[src/rtl/prl_pkg.sv]
// Package for the point reflection block: widths, register codes, corner
// reset values and the word type carried through the divider pipeline.
// No dependencies.
package prl_pkg;

  localparam int unsigned CoordW  = 16;  // coordinate and config data width
  localparam int unsigned DiffW   = 17;  // difference of two coordinates
  localparam int unsigned ProdW   = 34;  // product of two differences
  localparam int unsigned DotW    = 35;  // (p-a).d
  localparam int unsigned DdW     = 33;  // d.d, never negative
  localparam int unsigned ProdNW  = 52;  // d * dot
  localparam int unsigned NumW    = 52;  // 2|2 d dot| + d.d, rounding folded in
  localparam int unsigned DenW    = 34;  // 2 d.d
  localparam int unsigned QuotW   = 18;  // rounded quotient magnitude
  localparam int unsigned BaseW   = 18;  // 2a - p
  localparam int unsigned SumW    = 20;  // 2a - p + quotient
  localparam int unsigned CfgIdxW = 2;

  typedef logic signed [CoordW-1:0] coord_t;
  typedef logic signed [BaseW-1:0]  base_t;

  typedef enum logic [CfgIdxW-1:0] {
    CFG_A_X = 2'd0,
    CFG_A_Y = 2'd1,
    CFG_B_X = 2'd2,
    CFG_B_Y = 2'd3
  } cfg_reg_e;

  localparam coord_t CornerAxReset = 16'sd0;
  localparam coord_t CornerAyReset = 16'sd0;
  localparam coord_t CornerBxReset = 16'sd1000;
  localparam coord_t CornerByReset = 16'sd0;

  localparam coord_t CoordMax = 16'sh7fff;
  localparam coord_t CoordMin = 16'sh8000;

  typedef struct packed {
    coord_t ax;
    coord_t ay;
    coord_t bx;
    coord_t by;
  } corners_t;

  // one word in flight through the restoring divider lanes
  typedef struct packed {
    logic [NumW-1:0]  rem_x;
    logic [NumW-1:0]  rem_y;
    logic [DenW-1:0]  den;
    logic [QuotW-1:0] quo_x;
    logic [QuotW-1:0] quo_y;
    logic             neg_x;
    logic             neg_y;
    base_t            base_x;
    base_t            base_y;
    coord_t           pt_x;
    coord_t           pt_y;
    logic             reflect;
    logic             degen;
  } div_word_t;

endpackage

[src/rtl/prl_back.sv]
// Back end of the point reflection pipeline: signs the quotients, adds
// 2a - p, saturates to 16 bits and holds the result word. Depends on prl_pkg.
module prl_back (
  input  logic               clk_i,
  input  logic               rst_ni,
  input  logic               valid_i,
  input  prl_pkg::div_word_t word_i,
  output logic               ready_o,
  output logic               valid_o,
  output prl_pkg::coord_t    reflected_x_o,
  output prl_pkg::coord_t    reflected_y_o,
  output logic               was_reflected_o,
  output logic               clipped_o,
  input  logic               ready_i
);

  localparam int unsigned QuotSW = prl_pkg::QuotW + 1;

  prl_pkg::coord_t rx_d, ry_d, rx_q, ry_q;
  logic            refl_d, clip_d, refl_q, clip_q;
  logic            valid_q;

  assign ready_o         = !valid_q || ready_i;
  assign valid_o         = valid_q;
  assign reflected_x_o   = rx_q;
  assign reflected_y_o   = ry_q;
  assign was_reflected_o = refl_q;
  assign clipped_o       = clip_q;

  always_comb begin
    logic signed [QuotSW-1:0]        qx, qy;
    logic signed [prl_pkg::SumW-1:0] sx, sy;
    logic                            sat_x, sat_y;
    prl_pkg::coord_t                 cx, cy;
    qx = word_i.neg_x ? -$signed({1'b0, word_i.quo_x}) : $signed({1'b0, word_i.quo_x});
    qy = word_i.neg_y ? -$signed({1'b0, word_i.quo_y}) : $signed({1'b0, word_i.quo_y});
    sx = prl_pkg::SumW'(word_i.base_x) + prl_pkg::SumW'(qx);
    sy = prl_pkg::SumW'(word_i.base_y) + prl_pkg::SumW'(qy);
    sat_x = 1'b0;
    sat_y = 1'b0;
    if (sx > prl_pkg::SumW'(prl_pkg::CoordMax)) begin
      cx    = prl_pkg::CoordMax;
      sat_x = 1'b1;
    end else if (sx < prl_pkg::SumW'(prl_pkg::CoordMin)) begin
      cx    = prl_pkg::CoordMin;
      sat_x = 1'b1;
    end else begin
      cx = prl_pkg::CoordW'(sx);
    end
    if (sy > prl_pkg::SumW'(prl_pkg::CoordMax)) begin
      cy    = prl_pkg::CoordMax;
      sat_y = 1'b1;
    end else if (sy < prl_pkg::SumW'(prl_pkg::CoordMin)) begin
      cy    = prl_pkg::CoordMin;
      sat_y = 1'b1;
    end else begin
      cy = prl_pkg::CoordW'(sy);
    end
    if (word_i.reflect) begin
      rx_d   = cx;
      ry_d   = cy;
      refl_d = 1'b1;
      clip_d = sat_x || sat_y;
    end else begin
      // passed through; corners coinciding still flag clipped
      rx_d   = word_i.pt_x;
      ry_d   = word_i.pt_y;
      refl_d = 1'b0;
      clip_d = word_i.degen;
    end
  end

  always_ff @(posedge clk_i or negedge rst_ni) begin
    if (!rst_ni) begin
      valid_q <= 1'b0;
    end else if (ready_o) begin
      valid_q <= valid_i;
    end
  end

  always_ff @(posedge clk_i) begin
    if (ready_o && valid_i) begin
      rx_q   <= rx_d;
      ry_q   <= ry_d;
      refl_q <= refl_d;
      clip_q <= clip_d;
    end
  end

endmodule

[config.mk]
export PLATFORM = sky130hd
export DESIGN_NAME = prl_back
export DESIGN_NICKNAME = d
export VERILOG_FILES = /design/src/rtl/prl_pkg.sv /design/src/rtl/prl_back.sv
export SDC_FILE = /design/constraint.sdc
export NUM_CORES = 1
export LEC_CHECK = 0
export BUFFER_PORTS_ARGS = -buffer_cell sky130_fd_sc_hd__buf_2
export CORE_UTILIZATION = 30
export CTS_CLUSTER_SIZE = 28
export DETAILED_ROUTE_END_ITERATION = 8
export HOLD_SLACK_MARGIN = 0.12
export PLACE_DENSITY_LB_ADDON = 0.25
export RECOVER_POWER = 25
export SLEW_MARGIN = 40
export SYNTH_ARGS = -nofsm -noshare
export SYNTH_HDL_FRONTEND = slang
export SYNTH_SLANG_ARGS = --single-unit
[constraint.sdc]
create_clock -name clk_i -period 4.5 [get_ports clk_i]
set_input_delay 0.225 -clock clk_i [delete_from_list [all_inputs] [get_ports clk_i]]
set_output_delay 0.225 -clock clk_i [all_outputs]
set_load 0.05 [all_outputs]
==> out/qor.txt <==
Main combinational cell family by area after synthesis: compound AO/OA/AOI/OAI gates
CTS tree: done
Maximum root-to-sink buffer count: 2
Skew final: 8.03 ps
Non-Filler Instances: 895
Setup CP Type: input pin to flip-flop
1st-pass router iterations: 5
Fmax: 0.234 GHz
Yosys reg bits: 35
Num CTS Buffers: 5
Design Power: 1.80 mW
Root buffer cell: clkbuf_16
PD cells: 313 nW/µm²
Compound-cell area share of the yosys netlist: 26.4%
Yosys cell types: 60
Syn Std Cell Area: 4390 µm²
Post-synthesis mux area share: 0.683%
Die ar.: 15100 µm²
Via/cell ratio: 5.20
Final slew viol count: 0
CP bufs+invs: 2
Worst path max stage delay: 550 ps
GR Util met3: 3.09%
Die height: 123 µm
Post-route cell area: 5760 µm²
Leak Pwr: 2.50 nW
Final period utilization: 95.1%
Area share of the largest cell type after synthesis: 23.2%
Post-synth ARST share: 2.86%
Via count: 4652
Worst setup SP type: input pin
WL final: 13800 µm
Critical Path RT: 4520 ps
Port Buffers: 147
Area Overhead vs Synth: 31.2%
Fin. Hold Viols: 0
CP Max Fanout: 13
IO Pins: 286
Die W: 123 µm
Arr. time, crit path: 4310 ps
Post-Syn Instances: 538
FILL cells: 1475
Synth top area cells: edfxtp_1 (23%), ha_1 (12%), xnor2_1 (8.0%)
Placer congestion estimate: 0.887
Largest net degree at the start of global routing: 43
Multi-input logic area: 3220 µm²
Area leader, netlist: edfxtp_1
Final nets: 1008
M2 GR Usage: 27.1%
Placed cells: 886
Final min period: 4280 ps
DRC marker count from the first detailed-route iteration: 271
Result of the run: finished clean
Global routing's busiest layer: met2
Setup_tns: 0 ps
# DRC: 0
Post-Synth Simple-Gate Area: 20.4%
Synth Net Count: 832
Crit-path leading delay family: simple AND/OR/NAND/NOR gates
DPL Wire Length: 11700 µm
Slowest CP cell: or4_1
CTS clk-pin slew, worst paths: 60 ps
VDD IR max: 0.184 mV
Most used cell, CP: or3_1
Vias in the first global route: 4281
Worst skew pair latency: 280 ps
MaxCap Viol Count: 0
Grt ovf: 0
Core Area: 14100 µm²
Dpl cell area: 5590 µm²
Sequential Area: 1050 µm²
Total Routing Usage GR: 17.8%
Antenna violations before repair: 0
Global Route met1 Usage: 26.3%
XOR/XNOR share of the synthesized area: 12.4%
Clock sink count: 35
Crit-path cells: buf_2 > or4_1 > or3_1 > or4_4 > or3_1 > nand2_1 > xnor2_1 > ha_1 > nand2_1 > or3_1 > o211ai_1 > xnor2_1 > o41a_1 > nor2b_2 > buf_12 > a21oi_1
Hold slack final: 175 ps
EDFF count, synth: 34
RSZ-0062 raised after global routing: false
H-tree Lvls: 2
Routed wire per std cell: 15.4 µm
Final setup violation count: 0
Antenna Cells: 0
Initial core utilization: 31.2%
DRT antenna net count: 0
Max-Slew Margin vs Limit: 49.1%
Most used DFF post-synth: edfxtp_1
Post-CTS Setup Bufs: 0
Worst setup EP type: flip-flop
Syn_area_per_cell: 8.17 µm²
Share of layout cells above drive strength 1: 27.8%
YS warnings: 0
Area share of fa/ha/maj cells after synthesis: 12.9%
Post-synthesis sequential area ratio: 23.8%
Hold WC Path Type: input pin to flip-flop
Slew @ Worst Pin: 763 ps
Row count: 43
First-pass GRT wire length: 20900 µm
stage by stage:
stage	util, %	worst slack [ps]
2_1_floorplan	-	175
3_3_place_gp	39.7	-231
5_1_grt	40.9	27.5
3_5_place_dp	39.7	-240
6_report	40.9	219
4_1_cts	40.9	28.3
layout make-up:
type,count,area share (%)
clock buffer,5,2.17
clock inverter,3,0.760
timing repair buffer,189,18.2
inverter,15,0.977
multi-input combinational,468,55.8
tap,180,3.91
sequential,35,18.2
registers in the layout, summed over array words and instances, names as in the netlist:
signal,count
reflected_y_o,16
reflected_x_o,16
was_reflected_o,1
clipped_o,1
valid_o,1
path summary, 6_finish.rpt:
kind | slack [ps] | cells after the start | start | to
min in group asynchronous | 250 | 2 | rst_ni | valid_o
worst min register to register | 540 | 2 | valid_o | valid_o
worst min-delay path | 170 | 2 | valid_i | valid_o
worst max-delay path | 220 | 16 | word_i[94] | reflected_x_o[7]
max in group asynchronous | 4170 | 2 | rst_ni | valid_o
worst max register to register | 3200 | 2 | valid_o | reflected_y_o[12]
cells in the final DEF, fill, tap and decap left out, drive strengths merged, types with 8 or more instances in the layout:
cell,netlist,final
a21o,9,9
a21oi,65,65
and2,8,8
buf,6,165
clkbuf,14,28
edfxtp,34,34
ha,42,42
inv,15,15
nand2,69,69
nand4,9,9
nor2,45,45
o21ai,39,39
or3,11,11
or4,8,8
xnor2,40,40
xor2,22,22
synthesized netlist by cell type, drive strengths merged, types with 3 or more instances:
| master | instances |
|---|---|
| o41ai | 6 |
| o21bai | 3 |
| clkbuf | 14 |
| edfxtp | 34 |
| o31ai | 7 |
| a211oi | 7 |
| and3 | 5 |
| inv | 15 |
| or4 | 8 |
| o21a | 4 |
| nor3 | 6 |
| ha | 42 |
| a41o | 3 |
| nand4 | 9 |
| nand3 | 6 |
| a21oi | 65 |
| xnor2 | 40 |
| nand2 | 69 |
| o21ai | 39 |
| buf | 6 |
| and2 | 8 |
| o211ai | 5 |
| a21o | 9 |
| xor2 | 22 |
| mux2i | 3 |
| nor2 | 45 |
| o311ai | 3 |
| nor2b | 5 |
| a31oi | 3 |
| nand2b | 6 |
| o22ai | 5 |
| or3 | 11 |
metal layers:
metal	wire length [µm]	part of all wire (%)
met1	7240	52
met3	806	5.8
met2	5690	41
met4	70	0.51
met5	0	0
power by group:
| part | leakage [nW] | switching, mW | internal [mW] |
|---|---|---|---|
| logic | 2.10 | 0.592 | 0.398 |
| clock network | 0.0838 | 0.142 | 0.261 |
| registers | 0.324 | 0.00827 | 0.400 |
| total | 2.50 | 0.743 | 1.06 |
cell families after synthesis:
| kind of cell | count (synthesis) |
|---|---|
| AOI/OAI and AO/OA | 174 |
| xor gates and xnor gates | 62 |
| adders and majority gates | 44 |
| buffers and inverters | 35 |
| DFF | 35 |
| muxes | 3 |
| and+or+nand+nor | 185 |
timing repair:
| action | CTS | global route |
|---|---|---|
| endpoints found under the setup margin | 0 | 16 |
| hold endpoints to repair | 1 | 0 |
| gates resized for setup | 0 | 7 |
| hold buffers | 1 | 0 |
No activity file was read; power rests on OpenSTA's default activity.
