--- src/rtl/prl_pkg.sv ---
// Package for the point reflection block: widths, register codes, corner
// reset values and the word type carried through the divider pipeline.
// No dependencies.
package prl_pkg;

  localparam int unsigned CoordW  = 16;  // coordinate and config data width
  localparam int unsigned DiffW   = 17;  // difference of two coordinates
  localparam int unsigned ProdW   = 34;  // product of two differences
  localparam int unsigned DotW    = 35;  // (p-a).d
  localparam int unsigned DdW     = 33;  // d.d, never negative
  localparam int unsigned ProdNW  = 52;  // d * dot
  localparam int unsigned NumW    = 52;  // 2|2 d dot| + d.d, rounding folded in
  localparam int unsigned DenW    = 34;  // 2 d.d
  localparam int unsigned QuotW   = 18;  // rounded quotient magnitude
  localparam int unsigned BaseW   = 18;  // 2a - p
  localparam int unsigned SumW    = 20;  // 2a - p + quotient
  localparam int unsigned CfgIdxW = 2;

  typedef logic signed [CoordW-1:0] coord_t;
  typedef logic signed [BaseW-1:0]  base_t;

  typedef enum logic [CfgIdxW-1:0] {
    CFG_A_X = 2'd0,
    CFG_A_Y = 2'd1,
    CFG_B_X = 2'd2,
    CFG_B_Y = 2'd3
  } cfg_reg_e;

  localparam coord_t CornerAxReset = 16'sd0;
  localparam coord_t CornerAyReset = 16'sd0;
  localparam coord_t CornerBxReset = 16'sd1000;
  localparam coord_t CornerByReset = 16'sd0;

  localparam coord_t CoordMax = 16'sh7fff;
  localparam coord_t CoordMin = 16'sh8000;

  typedef struct packed {
    coord_t ax;
    coord_t ay;
    coord_t bx;
    coord_t by;
  } corners_t;

  // one word in flight through the restoring divider lanes
  typedef struct packed {
    logic [NumW-1:0]  rem_x;
    logic [NumW-1:0]  rem_y;
    logic [DenW-1:0]  den;
    logic [QuotW-1:0] quo_x;
    logic [QuotW-1:0] quo_y;
    logic             neg_x;
    logic             neg_y;
    base_t            base_x;
    base_t            base_y;
    coord_t           pt_x;
    coord_t           pt_y;
    logic             reflect;
    logic             degen;
  } div_word_t;

endpackage

--- src/rtl/prl_div_stage.sv ---
// One restoring-division step for both lanes (x and y) with its register
// and valid bit. Resolves quotient bit Bit. Depends on prl_pkg.
module prl_div_stage #(
  parameter int unsigned Bit = 0
) (
  input  logic               clk_i,
  input  logic               rst_ni,
  input  logic               valid_i,
  input  prl_pkg::div_word_t word_i,
  output logic               ready_o,
  output logic               valid_o,
  output prl_pkg::div_word_t word_o,
  input  logic               ready_i
);

  prl_pkg::div_word_t word_d, word_q;
  logic               valid_q;

  assign ready_o = !valid_q || ready_i;
  assign valid_o = valid_q;
  assign word_o  = word_q;

  always_comb begin
    logic [prl_pkg::NumW-1:0] trial;
    trial  = prl_pkg::NumW'(word_i.den) << Bit;
    word_d = word_i;
    if (word_i.rem_x >= trial) begin
      word_d.rem_x      = word_i.rem_x - trial;
      word_d.quo_x[Bit] = 1'b1;
    end
    if (word_i.rem_y >= trial) begin
      word_d.rem_y      = word_i.rem_y - trial;
      word_d.quo_y[Bit] = 1'b1;
    end
  end

  always_ff @(posedge clk_i or negedge rst_ni) begin
    if (!rst_ni) begin
      valid_q <= 1'b0;
    end else if (ready_o) begin
      valid_q <= valid_i;
    end
  end

  always_ff @(posedge clk_i) begin
    if (ready_o && valid_i) word_q <= word_d;
  end

endmodule

--- config.mk ---
export PLATFORM = sky130hd
export DESIGN_NAME = prl_div_stage
export DESIGN_NICKNAME = d
export VERILOG_FILES = /design/src/rtl/prl_pkg.sv /design/src/rtl/prl_div_stage.sv
export SDC_FILE = /design/constraint.sdc
export NUM_CORES = 1
export LEC_CHECK = 0
export ABC_AREA = 1
export BUFFER_PORTS_ARGS = -buffer_cell sky130_fd_sc_hd__buf_2
export CORE_AREA = 2 2 194 196
export DETAILED_ROUTE_END_ITERATION = 8
export DIE_AREA = 0 0 196 198
export GPL_ROUTABILITY_DRIVEN = 0
export PLACE_DENSITY_LB_ADDON = 0.12
export SETUP_SLACK_MARGIN = 0.02
export SLEW_MARGIN = 20
export SYNTH_ARGS = -nofsm -noshare
export SYNTH_HDL_FRONTEND = slang
export SYNTH_SLANG_ARGS = --single-unit
--- constraint.sdc ---
create_clock -name clk_i -period 38.4 [get_ports clk_i]
set_input_delay 3.84 -clock clk_i [delete_from_list [all_inputs] [get_ports clk_i]]
set_output_delay 3.84 -clock clk_i [all_outputs]
set_load 0.01 [all_outputs]
==> results of run 1 <==
-- power groups by stage --
stage               logic (mW)  registers [mW]  clock network, mW
floorplan               0.0907           0.350                  0
global placement         0.167           0.333                  0
detailed placement       0.169           0.333                  0
CTS                      0.170           0.328              0.263
global route             0.189           0.329              0.272
finish                   0.170           0.328              0.257
-- per-layer routing --
layer / vias to the layer above / wire length [um] / track usage
met3: 99 / 3850 / 0.0407
met5: - / 12 / 0
met4: 2 / 1900 / 0.102
met2: 600 / 25900 / 0.477
met1: 7116 / 22300 / 0.341
li1: 7821 / - / -
-- final cells by class --
class | instances | area [sq um]
clock inverter | 12 | 131
fill | 3611 | 16700
sequential | 247 | 7410
clock buffer | 37 | 743
timing repair buffer | 499 | 2510
antenna | 5 | 12.5
multi-input combinational | 1469 | 7170
tap | 474 | 593
inverter | 439 | 1650
-- kinds of logic after synthesis --
kind of cell / synth area share
AND/OR/NAND/NOR: 0.317
buffers and inverters: 0.108
flip-flops: 0.454
AO/OA/AOI/OAI: 0.0434
adder cells (fa/ha/maj): 0.0545
XOR/XNOR: 0.0236
-- flip-flops by register name (all words and copies together) (netlist names) --
signal and flops:
valid_o 1, word_o 246
-- layout by cell type (no fill, tap or decap), types with 2 or more instances in the layout --
cell | Yosys | routed
nor2_1 | 173 | 173
nor2_4 | 9 | 9
buf_2 | 12 | 497
inv_1 | 425 | 425
nor3_2 | 2 | 2
a21oi_2 | 23 | 23
nand2_2 | 11 | 11
o21ai_0 | 53 | 53
ha_1 | 68 | 68
inv_4 | 2 | 2
diode_2 | 0 | 5
nand2_1 | 822 | 822
fa_1 | 2 | 2
bufinv_16 | 0 | 2
nand4_1 | 41 | 41
clkbuf_8 | 0 | 3
or2_2 | 14 | 14
clkbuf_16 | 0 | 27
nor3_1 | 13 | 13
nand2_4 | 2 | 2
o21bai_1 | 2 | 2
inv_2 | 12 | 12
nand3_1 | 109 | 109
xnor2_1 | 38 | 38
and2_1 | 7 | 7
nand3b_1 | 13 | 13
clkbuf_1 | 0 | 7
nor2_2 | 9 | 9
xor2_1 | 6 | 6
a21oi_1 | 44 | 43
clkinv_1 | 0 | 2
clkinvlp_4 | 0 | 2
clkinv_2 | 0 | 4
nand3_2 | 2 | 2
edfxtp_1 | 246 | 246
-- how the worst max path moves through the flow --
stage / from / to / slack, ps / cells after the start
after floorplan: valid_i / word_o[0]$_DFFE_PP_ / 21790 / 2
after global placement: ready_i / ready_o / 30290 / 4
after detailed placement: ready_i / ready_o / 30280 / 4
after CTS: ready_i / ready_o / 30280 / 4
after global routing: ready_i / ready_o / 30250 / 4
final: ready_i / ready_o / 30280 / 4
-- worst max-delay path: stages --
cell and delay, ps:
buf_2 110, inv_1 110, nand2_1 80, buf_2 140
-- through the flow --
stage | hold slack, ps | worst slack [ps] | instance area, sq um | cells
after floorplan | 609 | 21790 | 16300 | 2172
after global placement | 588 | 30290 | 19300 | 3128
after detailed placement | 592 | 30280 | 19300 | 3128
after CTS | 606 | 30280 | 20200 | 3177
after global routing | 649 | 30250 | 20200 | 3179
final | 609 | 30280 | 20200 | 3182
==> metrics.cfg, run 1 <==
[outcome]
status=finished clean

[timing]
rsz0062_at_grt=no
finalSetupViolCount=0
fin_crit_sh=0.211
finalHoldViolCount=0
finalCriticalPeriod_ps=8120
slew_headroom=0.337
drv_slew=0
setup-tns-final_ps=0
skew_ps=10.4
tightest_slew_ps=995
max_freq_mhz=123

[die]
die_h_um=198
io_pins=498
start_util=0.442
core-area_sq_um=37000
dieArea_sq_um=38800
rows=71
die_w_um=196

[min_path]
holdCritPathClass=reg -> reg
min_to=valid_o$_DFFE_PN0N_
hold_depth=2
worstHoldStart=valid_o$_DFFE_PN0N_

[drt]
drt-pass1-iter-count=6
drcViolationCount=0
drt-wirelength-per-cell_um=17.0
ant_nets=0
viasPerCell=4.91
vias=15638
finalWirelength_um=54000
drt-initial-drc-count=1136

[logic_synthesis]
synth_nets=2492
async_reset_ff_frac=0.00405
synthTopCellsByArea=edfxtp_1 (45%), nand2_1 (19%), inv_1 (9.8%)
synth_edf_count=246
ys_seq_elements=247
syn-mean-instance-area_sq_um=7.52
yosys.cell_count.top_type=nand2_1
synthFlopType=edfxtp_1
yosys_warnings=0
ys_seq_area_frac=0.454
syn_area_sq_um=16300
yosysTopAreaCell=edfxtp_1
synthTopCellsByCount=nand2_1 (822), inv_1 (425), edfxtp_1 (246)
syn_inst=2172
ys_types=35
synth_top_area_share=0.452

[clock_tree]
cts_inserted_buffers=27
cts_tree=done
cts-resized-gates=0
clock_sinks=247
insertion_delay_ps=560
cts-root-buf=clkbuf_16
ctsHoldBuffers=0
path_clk_slew_ps=60
cts_max_level=1
clockBufferDepth=3
post_cts_buffers=0

[placed_design]
hpwl_um=44700
portBuffers=497

[power_and_ir_drop]
power.share.switching=0.296
power_frac_clock=0.340
comb_power_share=0.225
pwr-share-seq=0.434
intPower_mw=0.531
ir_drop_uv=33.6
powerDensity_nw_per_um2=37.3
p_leak_nw=10.2
power.total_mw=0.754
switching_power_mw=0.223

[global_route]
grt_util_all_layers=0.272
grt-ovfl-total=0
grt_max_degree=174
grt_pass1_vias=14973
antenna_found_initial=4
grt_pass1_wl_um=81500

[worst_setup_path]
r2r-end=word_o[196]$_DFFE_PP_
path_class=in -> out
r2r_setup_slack_ps=35530
endpoint_kind=output pin
cp.required_ps=34560
critPathMaxFanout=2
cp-start-kind=input pin
crit_arrival_ps=4280
reg2reg_depth=3
r2r-start=valid_o$_DFFE_PN0N_

[job]
maxCapViolCount=0

[final_layout]
finish.utilization=0.547
nets=3003
syn2layout_area_growth_pct=23.8
final_layout_size_suffix_gt1_frac=0.232

No activity file was read; power rests on OpenSTA's default activity.
==> run 2, diff against run 1 <==
clock period = 7.3 ns   (was 38.4 ns; I/O delays follow)
==> metrics.cfg, run 2 (same netlist as run 1, synthesis figures left out) <==
[power_and_ir_drop]
intPower_mw=2.76  ; +420%
switching_power_mw=1.22  ; +450%
comb_power_share=0.227  ; +0.002
powerDensity_nw_per_um2=197  ; +430%
p_leak_nw=10.2  ; about the same
ir_drop_uv=169  ; +400%
power.share.switching=0.306  ; +0.0108
pwr-share-seq=0.433  ; about the same
power.total_mw=3.98  ; +430%
power_frac_clock=0.340  ; about the same

[worst_setup_path]
cpLargestDelayFamily=buffers and inverters
cp_slowest_cell=inv_4
path_class=in -> reg
crit_arrival_ps=3230  ; -1050 ps
cp.required_ps=7570  ; -26990 ps
critPathMaxFanout=69  ; +67
cp-start-kind=input pin
crit_buf_inv=3  ; unchanged
r2r_setup_slack_ps=5150  ; -30380 ps
worstPathCellList=buf_2, inv_1, ha_1, a21oi_1, nand2_1, a21oi_1, nand2_1, nor2_2, nand2_8, inv_4, o21ai_0
cpPeakStageDelay_ps=500  ; +360 ps
endpoint_kind=flip-flop

[clock_tree]
ctsHoldBuffers=1  ; +1
clock_sinks=247  ; unchanged
clockBufferDepth=3  ; unchanged
cts_tree=done
cts_inserted_buffers=27  ; unchanged
post_cts_buffers=0  ; unchanged
insertion_delay_ps=570  ; about the same
path_clk_slew_ps=60  ; about the same
cts-resized-gates=0  ; unchanged
cts-root-buf=clkbuf_16
cts_max_level=1  ; unchanged

[global_route]
grt-ovfl-total=0  ; unchanged
grt_pass1_vias=15025  ; +0.35%
grt_max_degree=164  ; -5.7%
grt_util_all_layers=0.279  ; +0.00641
grt_pass1_wl_um=82700  ; +1.5%
antenna_found_initial=1  ; -3

[drt]
drt-initial-drc-count=1115  ; -1.8%
top_layer=met4
ant_nets=0  ; unchanged
wl_met2_um=26100  ; +0.58%
finalWirelength_um=55500  ; +2.9%
vias=15727  ; +0.57%
met3WireLength_um=3760  ; -2.2%
drt-wirelength-per-cell_um=17.5  ; +2.9%
drcViolationCount=0  ; unchanged
viasPerCell=4.95  ; +0.63%
routedLengthMet1_um=23500  ; +5.4%
drt-pass1-iter-count=7  ; +1

[timing]
finalCriticalPeriod_ps=2960
fin_hold_ws_ps=328  ; -280 ps
finalSetupViolCount=0  ; unchanged
tightest_slew_ps=991  ; -3.52 ps
slew_headroom=0.339  ; +0.00234
finalHoldViolCount=0  ; unchanged
max_freq_mhz=338
rsz0062_at_grt=no
drv_slew=0  ; unchanged
skew_ps=19.2  ; +8.81 ps
setup-tns-final_ps=0  ; unchanged
fin_crit_sh=0.405

[final_layout]
nets=3004  ; +0.033%
regArea_sq_um=7410  ; unchanged
multiInputGateArea_sq_um=7170  ; unchanged
layout_commonest_cell=nand2_1
largest_reg_flops=246  ; unchanged
syn2layout_area_growth_pct=23.7  ; about the same
final_layout_size_suffix_gt1_frac=0.231  ; -0.000911
fillers=3618  ; +0.19%
layout_common_cells=nand2_1 (822), buf_2 (497), inv_1 (425), edfxtp_1 (246), nor2_1 (173)

[die]
die_w_um=196  ; unchanged
io_pins=498  ; unchanged
dieArea_sq_um=38800  ; unchanged
die_h_um=198  ; unchanged
start_util=0.442  ; unchanged
core-area_sq_um=37000  ; unchanged
rows=71  ; unchanged

[min_path]
holdCritPathClass=in -> reg

[job]
maxCapViolCount=0  ; unchanged

[placed_design]
hpwl_um=46100  ; +3.2%
portBuffers=497  ; unchanged

[outcome]
status=finished clean

## run 2: per-stage QoR
| step | utilization | area, sq um | instances | worst slack [ps] |
|---|---|---|---|---|
| final | 0.547 | 20200 | 3180 | 4340 |
| after global routing | 0.547 | 20200 | 3179 | 4090 |
| after CTS | 0.547 | 20200 | 3179 | 4400 |
| after detailed placement | 0.523 | 19300 | 3128 | 3800 |
| after global placement | 0.523 | 19300 | 3128 | 3930 |
| after floorplan | - | 16400 | 2172 | 1930 |
## run 2: cell type report
class                           instances  area share
Inverter                              439      0.0818
Clock inverter                         22     0.00897
Clock buffer                           28      0.0336
Antenna cell                            1    0.000124
Tap cell                              474      0.0293
Timing Repair Buffer                  500       0.125
Sequential cell                       247       0.367
Multi-Input combinational cell       1469       0.355
## run 2: path summary, 6_finish.rpt
| kind | endpoint | from | cells after the start |
|---|---|---|---|
| max | word_o[202]$_DFFE_PP_ | word_i[141] | 11 |
| min | word_o[78]$_DFFE_PP_ | word_i[78] | 1 |
| max reg2reg | word_o[65]$_DFFE_PP_ | valid_o$_DFFE_PN0N_ | 2 |
| min reg2reg | valid_o$_DFFE_PN0N_ | valid_o$_DFFE_PN0N_ | 2 |
| max in group asynchronous | valid_o$_DFFE_PN0N_ | rst_ni | 2 |
| min in group asynchronous | valid_o$_DFFE_PN0N_ | rst_ni | 2 |
## run 2: power groups by stage
stage / logic, mW / registers (mW) / clock network [mW]
2_1_floorplan: 0.478 / 1.82 / 0
3_3_place_gp: 0.886 / 1.75 / 0
3_5_place_dp: 0.893 / 1.76 / 0
4_1_cts: 0.898 / 1.73 / 1.39
5_1_grt: 1.00 / 1.73 / 1.43
6_report: 0.905 / 1.73 / 1.35
## run 2: routing by layer
| metal | global-route usage | up-vias |
|---|---|---|
| li1 | - | 7818 |
| met2 | 0.478 | 641 |
| met1 | 0.361 | 7148 |
| met5 | 0 | - |
| met3 | 0.0361 | 120 |
| met4 | 0.105 | 0 |
## run 2: worst register-to-register path: stages (launching register included)
cell and delay (ps):
dfrtp_1 420, a21oi_4 470, buf_4 780
==> run 3, diff against run 2 <==
ABC_AREA = 0   (was 1)
CORE_AREA = 2 2 196 198   (was 2 2 194 196)
DIE_AREA = 0 0 198 200   (was 0 0 196 198)
clock period = 2.42 ns   (was 7.3 ns; I/O delays follow)
==> metrics.cfg, run 3 <==
[die]
rows=71  ; unchanged
dieArea_sq_um=39600  ; +2.0%
io_pins=498  ; unchanged
die_h_um=200  ; +1.0%
die_w_um=198  ; +1.0%
core-area_sq_um=37400  ; +1.2%
start_util=0.352  ; -0.0902

[clock_tree]
cts_tree=done
cts_max_level=1  ; unchanged
path_clk_slew_ps=60  ; about the same
insertion_delay_ps=580  ; about the same
cts_inserted_buffers=29  ; +7.4%
clockBufferDepth=3  ; unchanged
cts-root-buf=clkbuf_16
clock_sinks=247  ; unchanged

[min_path]
holdCritPathClass=in -> reg

[logic_synthesis]
syn_inst=1157  ; -47%
ys_types=68  ; +94%
synth_edf_count=246  ; unchanged
synthTopCellsByCount=edfxtp_1 (246), nand2_1 (133), o21ai_0 (113)
yosys.area_share.simple=0.133  ; -0.184
syn_area_sq_um=13200  ; -19%
synth_mux_area_frac=0.00494  ; +0.00494
ys_seq_area_frac=0.563  ; +0.109
async_reset_ff_frac=0.00405  ; unchanged
synthTopCellsByArea=edfxtp_1 (56%), ha_1 (6.5%), o21ai_0 (4.3%)
ys_seq_elements=247  ; unchanged
synth_xor_area_frac=0.0645  ; +0.0409
synth_top_area_share=0.561  ; +0.109
synthFlopType=edfxtp_1
yosys.cell_count.top_type=edfxtp_1
syn-mean-instance-area_sq_um=11.4  ; +51%
synth_compound_area_frac=0.142  ; +0.0981
yosys_warnings=0  ; unchanged
yosysTopAreaCell=edfxtp_1
synth_top_family_by_area=compound AO/OA/AOI/OAI gates
yosys.area_share.adder=0.0677  ; +0.0132
synth_nets=1477  ; -41%

[global_route]
grt_pass1_vias=13506  ; -10%
grt_max_degree=78  ; -52%
grt-ovfl-total=0  ; unchanged
grt_util_all_layers=0.264  ; -0.0144
grt_pass1_wl_um=78700  ; -4.8%
antenna_found_initial=9  ; +8

[worst_setup_path]
worstPathCellList=buf_2, inv_1, ha_1, nand4_1, or3_4, o311a_4, a2111oi_4, o41ai_4, buf_6, nor3_4, xor2_1
endpoint_kind=flip-flop
crit_arrival_ps=2840  ; -390 ps
cp.required_ps=2740  ; -4830 ps
path_class=in -> reg
crit_buf_inv=3  ; unchanged
critPathMaxFanout=5  ; -93%
cp-start-kind=input pin
cpLargestDelayFamily=simple AND/OR/NAND/NOR gates
cp_slowest_cell=or3_4
cpPeakStageDelay_ps=460  ; -40 ps

[power_and_ir_drop]
powerDensity_nw_per_um2=577  ; +190%
ir_drop_uv=603  ; +260%
power.total_mw=13.1  ; +230%
p_leak_nw=9.69  ; -5.1%

[final_layout]
syn2layout_area_growth_pct=72.0
fillers=3161  ; -13%
layoutNonFillerInstCount=2725  ; -14%
largest_reg_flops=246  ; unchanged
layout_commonest_cell=buf_2
layout_common_cells=buf_2 (489), buf_4 (334), edfxtp_1 (246), dlygate4sd3_1 (188), nand2_1 (131)
final_layout_size_suffix_gt1_frac=0.471  ; +0.240
nets=2505  ; -17%

[outcome]
failed_checks=setup timing
status=finished, violations left

[timing]
finalCriticalPeriod_ps=2520
worst_slack_ps=-99.0  ; -4440 ps
rsz0062_at_grt=yes
tightest_slew_ps=528  ; -463 ps
slew_headroom=0.643  ; +0.304
fin_crit_sh=1.04
max_freq_mhz=397
finalHoldViolCount=0  ; unchanged
finalSetupViolCount=4  ; +4
skew_ps=15.3  ; -3.90 ps
drv_slew=0  ; unchanged

[drt]
drt-pass1-iter-count=5  ; -2
drt-initial-drc-count=646  ; -42%
viasPerCell=4.91  ; -0.81%
drcViolationCount=0  ; unchanged
drt-wirelength-per-cell_um=20.4  ; +17%
ant_nets=0  ; unchanged
finalWirelength_um=55600  ; +0.13%
vias=13368  ; -15%

[placed_design]
portBuffers=497  ; unchanged
hpwl_um=42700  ; -7.4%
placed_cells=2455  ; -22%

[job]
maxCapViolCount=0  ; unchanged

-- run 3: kinds of logic (layout without fill, tap and decap cells) --
family,Yosys count,in the layout
other,0,6
buffers and inverters,85,1136
and+or+nand+nor,352,352
DFF,247,247
xor gates and xnor gates,97,97
muxes,6,6
adders and majority gates,70,70
AOI/OAI and AO/OA,300,300
-- run 3: per-stage QoR --
step / area (sq um) / TNS [ps] / util / setup WS (ps) / hold slack, ps
after CTS: 21900 / -33.6 / 0.586 / -12.6 / 2.20
after global routing: 22600 / -794 / 0.605 / -188 / 15.6
after floorplan: 13600 / -95620 / - / -435 / -53.6
final: 22600 / -145 / 0.605 / -99.0 / 30.6
after detailed placement: 19100 / -58710 / 0.509 / -858 / 20.8
after global placement: 19100 / -56260 / 0.509 / -805 / 16.5
-- run 3: cell type report --
class | count | area, sq um | share of cell area
tap | 511 | 639 | 0.0282
antenna | 6 | 15.0 | 0.000663
clock buffer | 31 | 733 | 0.0324
timing repair buffer | 1032 | 7170 | 0.317
sequential | 247 | 7410 | 0.327
inverter | 50 | 220 | 0.00973
clock inverter | 23 | 203 | 0.00895
multi-input combinational | 825 | 6250 | 0.276
-- run 3: worst paths after layout --
kind	endpoint	startpoint	cells after the start	slack (ps)
worst max-delay path	word_o[189]$_DFFE_PP_	word_i[139]	11	-100
worst min-delay path	word_o[211]$_DFFE_PP_	word_i[211]	3	30
worst max register to register	word_o[145]$_DFFE_PP_	valid_o$_DFFE_PN0N_	3	850
worst min register to register	word_o[48]$_DFFE_PP_	valid_o$_DFFE_PN0N_	3	1060
max in group asynchronous	valid_o$_DFFE_PN0N_	rst_ni	3	1820
min in group asynchronous	valid_o$_DFFE_PN0N_	rst_ni	3	500
-- run 3: repair_timing --
action                                  4_1_cts  5_1_grt
cloned                                        0        3
pin swaps                                     3       32
buffers inserted                              2       17
endpoints found under the setup margin       43       89
gates resized for setup                       8      130
hold buffers                                188        0
hold endpoints to repair                    186        0
-- run 3: metal layers --
layer / vias up / part of all wire / GRT usage
met2: 503 / 0.49 / 0.470
li1: 6396 / - / -
met4: 4 / 0.038 / 0.0880
met5: - / 0.00049 / 0
met1: 6362 / 0.41 / 0.320
met3: 103 / 0.063 / 0.0561
-- run 3: report_power, final --
part | switching, mW | internal (mW) | total, mW | leakage [nW]
sequential | 0.0990 | 5.13 | 5.23 | 2.35
combinational | 1.76 | 1.71 | 3.46 | 6.88
clock | 1.84 | 2.51 | 4.36 | 0.459
-- run 3: tightest hold or removal path, stage by stage --
cell	delay [ps]
buf_2	140
nand2_1	50
o21ai_0	60
